### src/ntt_pkg.sv
// Shared types and constants for the number theoretic transform core.
// Used by the top level, the modular multiplier and nothing else; no dependencies.
package ntt_pkg;

  localparam int MAX_LENGTH = 1024;
  localparam int ADDR_W     = $clog2(MAX_LENGTH);
  localparam int DATA_W     = 30;

  localparam logic [3:0]        MAX_LOG  = 4'(ADDR_W);
  localparam logic [DATA_W-1:0] MODP     = 30'd998244353;
  localparam logic [DATA_W-1:0] ROOT_FWD = 30'd3;
  localparam logic [DATA_W-1:0] ROOT_INV = 30'd332748118;

  // Register indexes of the configuration port
  localparam logic CFG_LOG_LENGTH   = 1'b0;
  localparam logic CFG_INVERSE_MODE = 1'b1;

  typedef enum logic [1:0] {
    OP_LOAD = 2'd0,
    OP_RUN  = 2'd1,
    OP_READ = 2'd2,
    OP_NONE = 2'd3
  } op_t;

  typedef enum logic [4:0] {
    ST_IDLE,
    ST_RD_WAIT,
    ST_RESP,
    ST_BR_CHECK,
    ST_BR_RD_B,
    ST_BR_WR_A,
    ST_BR_WR_B,
    ST_STAGE,
    ST_PW_TEST,
    ST_PW_ACC,
    ST_PW_SQ,
    ST_BF_RD_A,
    ST_BF_RD_B,
    ST_BF_MUL,
    ST_BF_MWAIT,
    ST_BF_WR_A,
    ST_BF_WR_B,
    ST_BF_WWAIT,
    ST_SC_RD,
    ST_SC_MUL,
    ST_SC_MWAIT,
    ST_SC_WR
  } state_t;

  // Request to the modular multiplier
  typedef struct packed {
    logic              start;
    logic [DATA_W-1:0] a;
    logic [DATA_W-1:0] b;
  } mm_req_t;

endpackage

### src/ntt_modmul.sv
// Pipelined Barrett modular multiplier a*b mod p; the product passes through the operand,
// product, quotient, quotient-times-p, remainder and result registers (done pulses with it). Depends on ntt_pkg.
module ntt_modmul (
  input  logic                       clk,
  input  logic                       rst,
  input  ntt_pkg::mm_req_t           req,
  output logic [ntt_pkg::DATA_W-1:0] result,
  output logic                       done
);
  import ntt_pkg::*;

  localparam logic [63:0] MU_WIDE = (64'd1 << (2 * DATA_W)) / {34'd0, MODP};
  localparam logic [30:0] MU      = MU_WIDE[30:0];
  localparam logic [31:0] P1      = {2'b00, MODP};
  localparam logic [31:0] P2      = {1'b0, MODP, 1'b0};

  logic [4:0]        vld;
  logic [DATA_W-1:0] a;
  logic [DATA_W-1:0] b;
  logic [59:0]       prod;
  logic [61:0]       q2;
  logic [31:0]       qp;
  logic [31:0]       lo1;
  logic [31:0]       lo2;
  logic [31:0]       r;
  logic [31:0]       r_red;

  // Fold the Barrett remainder, below 3p, into the range of p
  always_comb begin
    if (r >= P2) begin
      r_red = r - P2;
    end else if (r >= P1) begin
      r_red = r - P1;
    end else begin
      r_red = r;
    end
  end

  // Advance the valid bits of the pipeline
  always_ff @(posedge clk) begin
    if (rst) begin
      vld  <= '0;
      done <= 1'b0;
    end else begin
      vld  <= {vld[3:0], req.start};
      done <= vld[4];
    end
  end

  // Operands, product, quotient estimate, remainder, fold
  always_ff @(posedge clk) begin
    if (req.start) begin
      a <= req.a;
      b <= req.b;
    end
    prod <= {{DATA_W{1'b0}}, a} * {{DATA_W{1'b0}}, b};
    q2   <= {31'd0, prod[59:29]} * {31'd0, MU};
    lo1  <= prod[31:0];
    qp   <= {1'b0, q2[61:31]} * P1;
    lo2  <= lo1;
    r    <= lo2 - qp;
    if (vld[4]) begin
      result <= r_red[DATA_W-1:0];
    end
  end

endmodule

### config.mk
export PLATFORM = sky130hd
export DESIGN_NAME = ntt_modmul
export DESIGN_NICKNAME = d
export VERILOG_FILES = /design/src/ntt_pkg.sv /design/src/ntt_modmul.sv
export SDC_FILE = /design/constraint.sdc
export NUM_CORES = 2
export LEC_CHECK = 0
export BUFFER_PORTS_ARGS = -buffer_cell sky130_fd_sc_hd__buf_2
export CAP_MARGIN = 25
export CELL_PAD_IN_SITES_DETAIL_PLACEMENT = 1
export CELL_PAD_IN_SITES_GLOBAL_PLACEMENT = 1
export CORE_ASPECT_RATIO = 0.8
export CORE_MARGIN = 5
export CORE_UTILIZATION = 57
export CTS_CLUSTER_SIZE = 16
export DETAILED_ROUTE_END_ITERATION = 12
export PLACE_DENSITY = 0.88
export SLEW_MARGIN = 20
export SYNTH_ARGS = -nofsm -noshare
export SYNTH_HDL_FRONTEND = slang
export SYNTH_SLANG_ARGS = --single-unit
### constraint.sdc
create_clock -name clk -period 14.8 [get_ports clk]
set_input_delay 2.22 -clock clk [delete_from_list [all_inputs] [get_ports clk]]
set_output_delay 2.22 -clock clk [all_outputs]
set_load 0.02 [all_outputs]
==> run summary <==
Status - finished, final reports clean
Tcrit/Tclk final - 59.7%
CTS Root Cell - clkbuf_16
Mapped Nets - 7,273
Vias - 40.6k
Top FF cell, synth - dfxtp_1
Post-synthesis sequential area ratio - 13.4%
Clock latency on the worst-skew pair - 610 ps
Post-Syn Area - 53,600 sq um
CP Max Fanout - 18
Share of layout cells above drive strength 1 - 4.53%
Max-cap check violation count - 0
Most used cell, CP - fa_1
CTS buffer count - 36
Synth warn - 0
Ys async rst share - 0%
RSZ-0062 raised after global routing - false
Clk_skew - 61.5 ps
Wire per inst - 26.8 um
Slew Limit Fails - 0
Worst path slowest cell - edfxtp_1
Setup TNS - 0 ps
Worst setup path start - a[15]
Slew headroom - 29.3%
DRT Pass-1 Iters - 6
Post-CTS Setup Bufs - 0
Initial antenna violation count - 7
Worst R2R End - prod[50]
CORE AREA - 93,200 sq um
Die area - 100,000 sq um
Multi-input logic area - 40,900 sq um
Req. time, crit path - 15,300 ps
Final hold vios - 0
Filler cell count - 10.2k
Number of I/O pins - 94
WL met2 - 85,800 um
Gr ovfl total - 0
Tot GR Track Use - 36.2%
First-pass GRT wire length - 280,000 um
Die X-Extent - 353 um
Time the worst path needs with I/O delays and setup - 8830 ps
Setup crit end kind - flop
DRT iter0 DRCs - 3,353
Sequential cell area - 7210 sq um
Routed WL - 180,000 um
Synth Register Bits - 315
Cell Rows - 100
Startpoint types - flop
Detail Route Antenna Nets - 0
F_max - 113 MHz
Crit path capture - prod[50]
Starting Density - 57.5%
DP HPWL - 137,000 um
CP delay by family, top - adder cells
Synth-to-Final Area Change - 5.75%
Top Metal Used - met5
Htree depth - 2
Largest net degree at the start of global routing - 62
Post-layout nets - 7,272
Final setup vio count - 0
CP Data Arrival Time - 9330 ps
Number of flops mapped to enable cells by yosys - 90
CTS tree - yes
Cts hold-fix bufs - 0
Number of port buffers - 93
Clock sink count - 315
CP Depth - 25
Crit path kind - flop to flop
Synth Instances - 5,447
Met3 WL post-DR - 16,400 um
Hold path cells - 0
Post-CTS Resized - 0
Clock slew at reported path FFs - 80 ps
Pin slew with the least headroom to its limit - 1060 ps
Maximum clock path buffer count - 3
Vias in the first global route - 48.6k
Syn Area/Cell - 9.84 sq um
Max stage delay on crit path - 850 ps
Worst R2R Path Depth - 25
Library cells used by synthesis - 82
WL met1 - 65,500 um
Routed vias/inst - 6.06
Worst r2r src - a[15]
Routability Congestion - 0.929
Die Span Y - 284 um
Hold WC Path Type - flop to flop
Residual DRC count - 0
R2R Setup Slk - 5970 ps
Buf/Inv on CP - 6
## flip-flops by register name, indices dropped and copies added (netlist names)
register and count:
result 30, a 30, r 32, lo1 32
b 30, qp 32, done 1, vld 5
q2 31, prod 60, lo2 32
## through the flow
stage / area [sq um] / std cells / hold WS, ps / setup WS, ps / utilization [%]
2_1_floorplan: 53600 / 5447 / 310 / 7700 / -
3_3_place_gp: 55300 / 6625 / 312 / 6500 / 59.3
3_5_place_dp: 55400 / 6628 / 314 / 6170 / 59.4
4_1_cts: 56600 / 6694 / 319 / 5860 / 60.7
5_1_grt: 56700 / 6698 / 321 / 5860 / 60.8
6_report: 56700 / 6701 / 307 / 5970 / 60.8
## worst register-to-register path: cells and delay by family (launching register included)
family / cells / cell delay [ps]
fa+ha+maj: 9 / 4390
compound gates: 6 / 1810
simple gates: 3 / 850
flops: 1 / 850
buf+inv: 6 / 610
xor+xnor: 1 / 240
## routing by layer
| layer | up-vias | track usage, % |
|---|---|---|
| met5 | - | 0 |
| met4 | 10 | 20.4 |
| met1 | 20800 | 43.0 |
| met2 | 2237 | 60.8 |
| li1 | 16600 | - |
| met3 | 894 | 8.56 |
## cell type report
cell class,count,share of cell area (%)
well taps,1224,2.70
flip-flops and latches,315,12.7
clock buffers,46,1.73
diodes,3,0.0132
repair buffers,163,1.89
multi-input cells,3667,72.1
clock inverters,20,0.464
inverters,1263,8.36
## how the worst min path moves through the flow
stage / slack, ps / end / start
4_1_cts: 320 / lo2[28] / lo1[28]
6_report: 310 / lo1[24] / prod[24]
3_3_place_gp: 310 / lo1[23] / prod[23]
2_1_floorplan: 310 / lo1[0] / prod[0]
5_1_grt: 320 / lo2[14] / lo1[14]
3_5_place_dp: 310 / lo1[10] / prod[10]
## cells by family (layout without fill, tap and decap cells)
family,after synthesis,count (layout),synth area share [%]
xor+xnor,158,158,2.58
simple gates,1283,1283,12.2
buf+inv,1465,1492,10.3
flops,315,315,13.4
fa+ha+maj,1763,1763,55.8
compound gates,457,457,5.56
other cells,0,3,0
mux,6,6,0.126
## layout by cell type (no fill, tap or decap), drive strengths merged, types with 6 or more instances in the layout
| cell type | count |
|---|---|
| a221oi | 7 |
| nor3 | 35 |
| or4 | 7 |
| o211ai | 13 |
| nand3 | 33 |
| clkbuf | 46 |
| a31oi | 22 |
| buf | 163 |
| nor4 | 16 |
| a211oi | 13 |
| xor2 | 60 |
| fa | 1048 |
| o21bai | 17 |
| a21oi | 149 |
| nor2b | 15 |
| a21o | 73 |
| and2 | 497 |
| o21ai | 73 |
| or3 | 12 |
| and3 | 20 |
| inv | 1271 |
| a31o | 7 |
| edfxtp | 90 |
| dfxtp | 225 |
| a211o | 8 |
| nand2 | 516 |
| a41oi | 6 |
| or2 | 8 |
| xnor2 | 98 |
| nand4 | 24 |
| nand2b | 11 |
| clkinv | 8 |
| o21a | 19 |
| ha | 715 |
| nor2 | 78 |
## Yosys cell counts, types with 7 or more instances
| master | number | share of area [%] |
|---|---|---|
| o21bai_1 | 17 | 0.24 |
| xnor2_1 | 98 | 1.6 |
| or3_1 | 12 | 0.14 |
| o211ai_1 | 13 | 0.18 |
| o21ai_0 | 68 | 0.64 |
| and2_1 | 497 | 5.8 |
| and3_1 | 20 | 0.23 |
| a211o_1 | 8 | 0.13 |
| or2_2 | 7 | 0.082 |
| ha_1 | 715 | 17 |
| nor2_1 | 78 | 0.55 |
| nor4_1 | 14 | 0.16 |
| a221oi_1 | 7 | 0.11 |
| a211oi_1 | 12 | 0.17 |
| a21oi_1 | 149 | 1.4 |
| a31oi_1 | 22 | 0.26 |
| nand4_1 | 24 | 0.28 |
| nand3_1 | 32 | 0.30 |
| nand2_1 | 516 | 3.6 |
| fa_1 | 1048 | 39 |
| nor2b_1 | 15 | 0.18 |
| inv_1 | 1263 | 8.8 |
| edfxtp_1 | 90 | 5.0 |
| a21o_1 | 73 | 1.0 |
| o21a_1 | 19 | 0.27 |
| clkbuf_1 | 196 | 1.4 |
| dfxtp_1 | 225 | 8.4 |
| xor2_1 | 60 | 0.98 |
| nor3_1 | 34 | 0.32 |
| nand2b_1 | 11 | 0.13 |
Power is left out: the tool's default activity adds up to more than one toggle a clock period on the data nets, which glitch-free logic cannot reach.
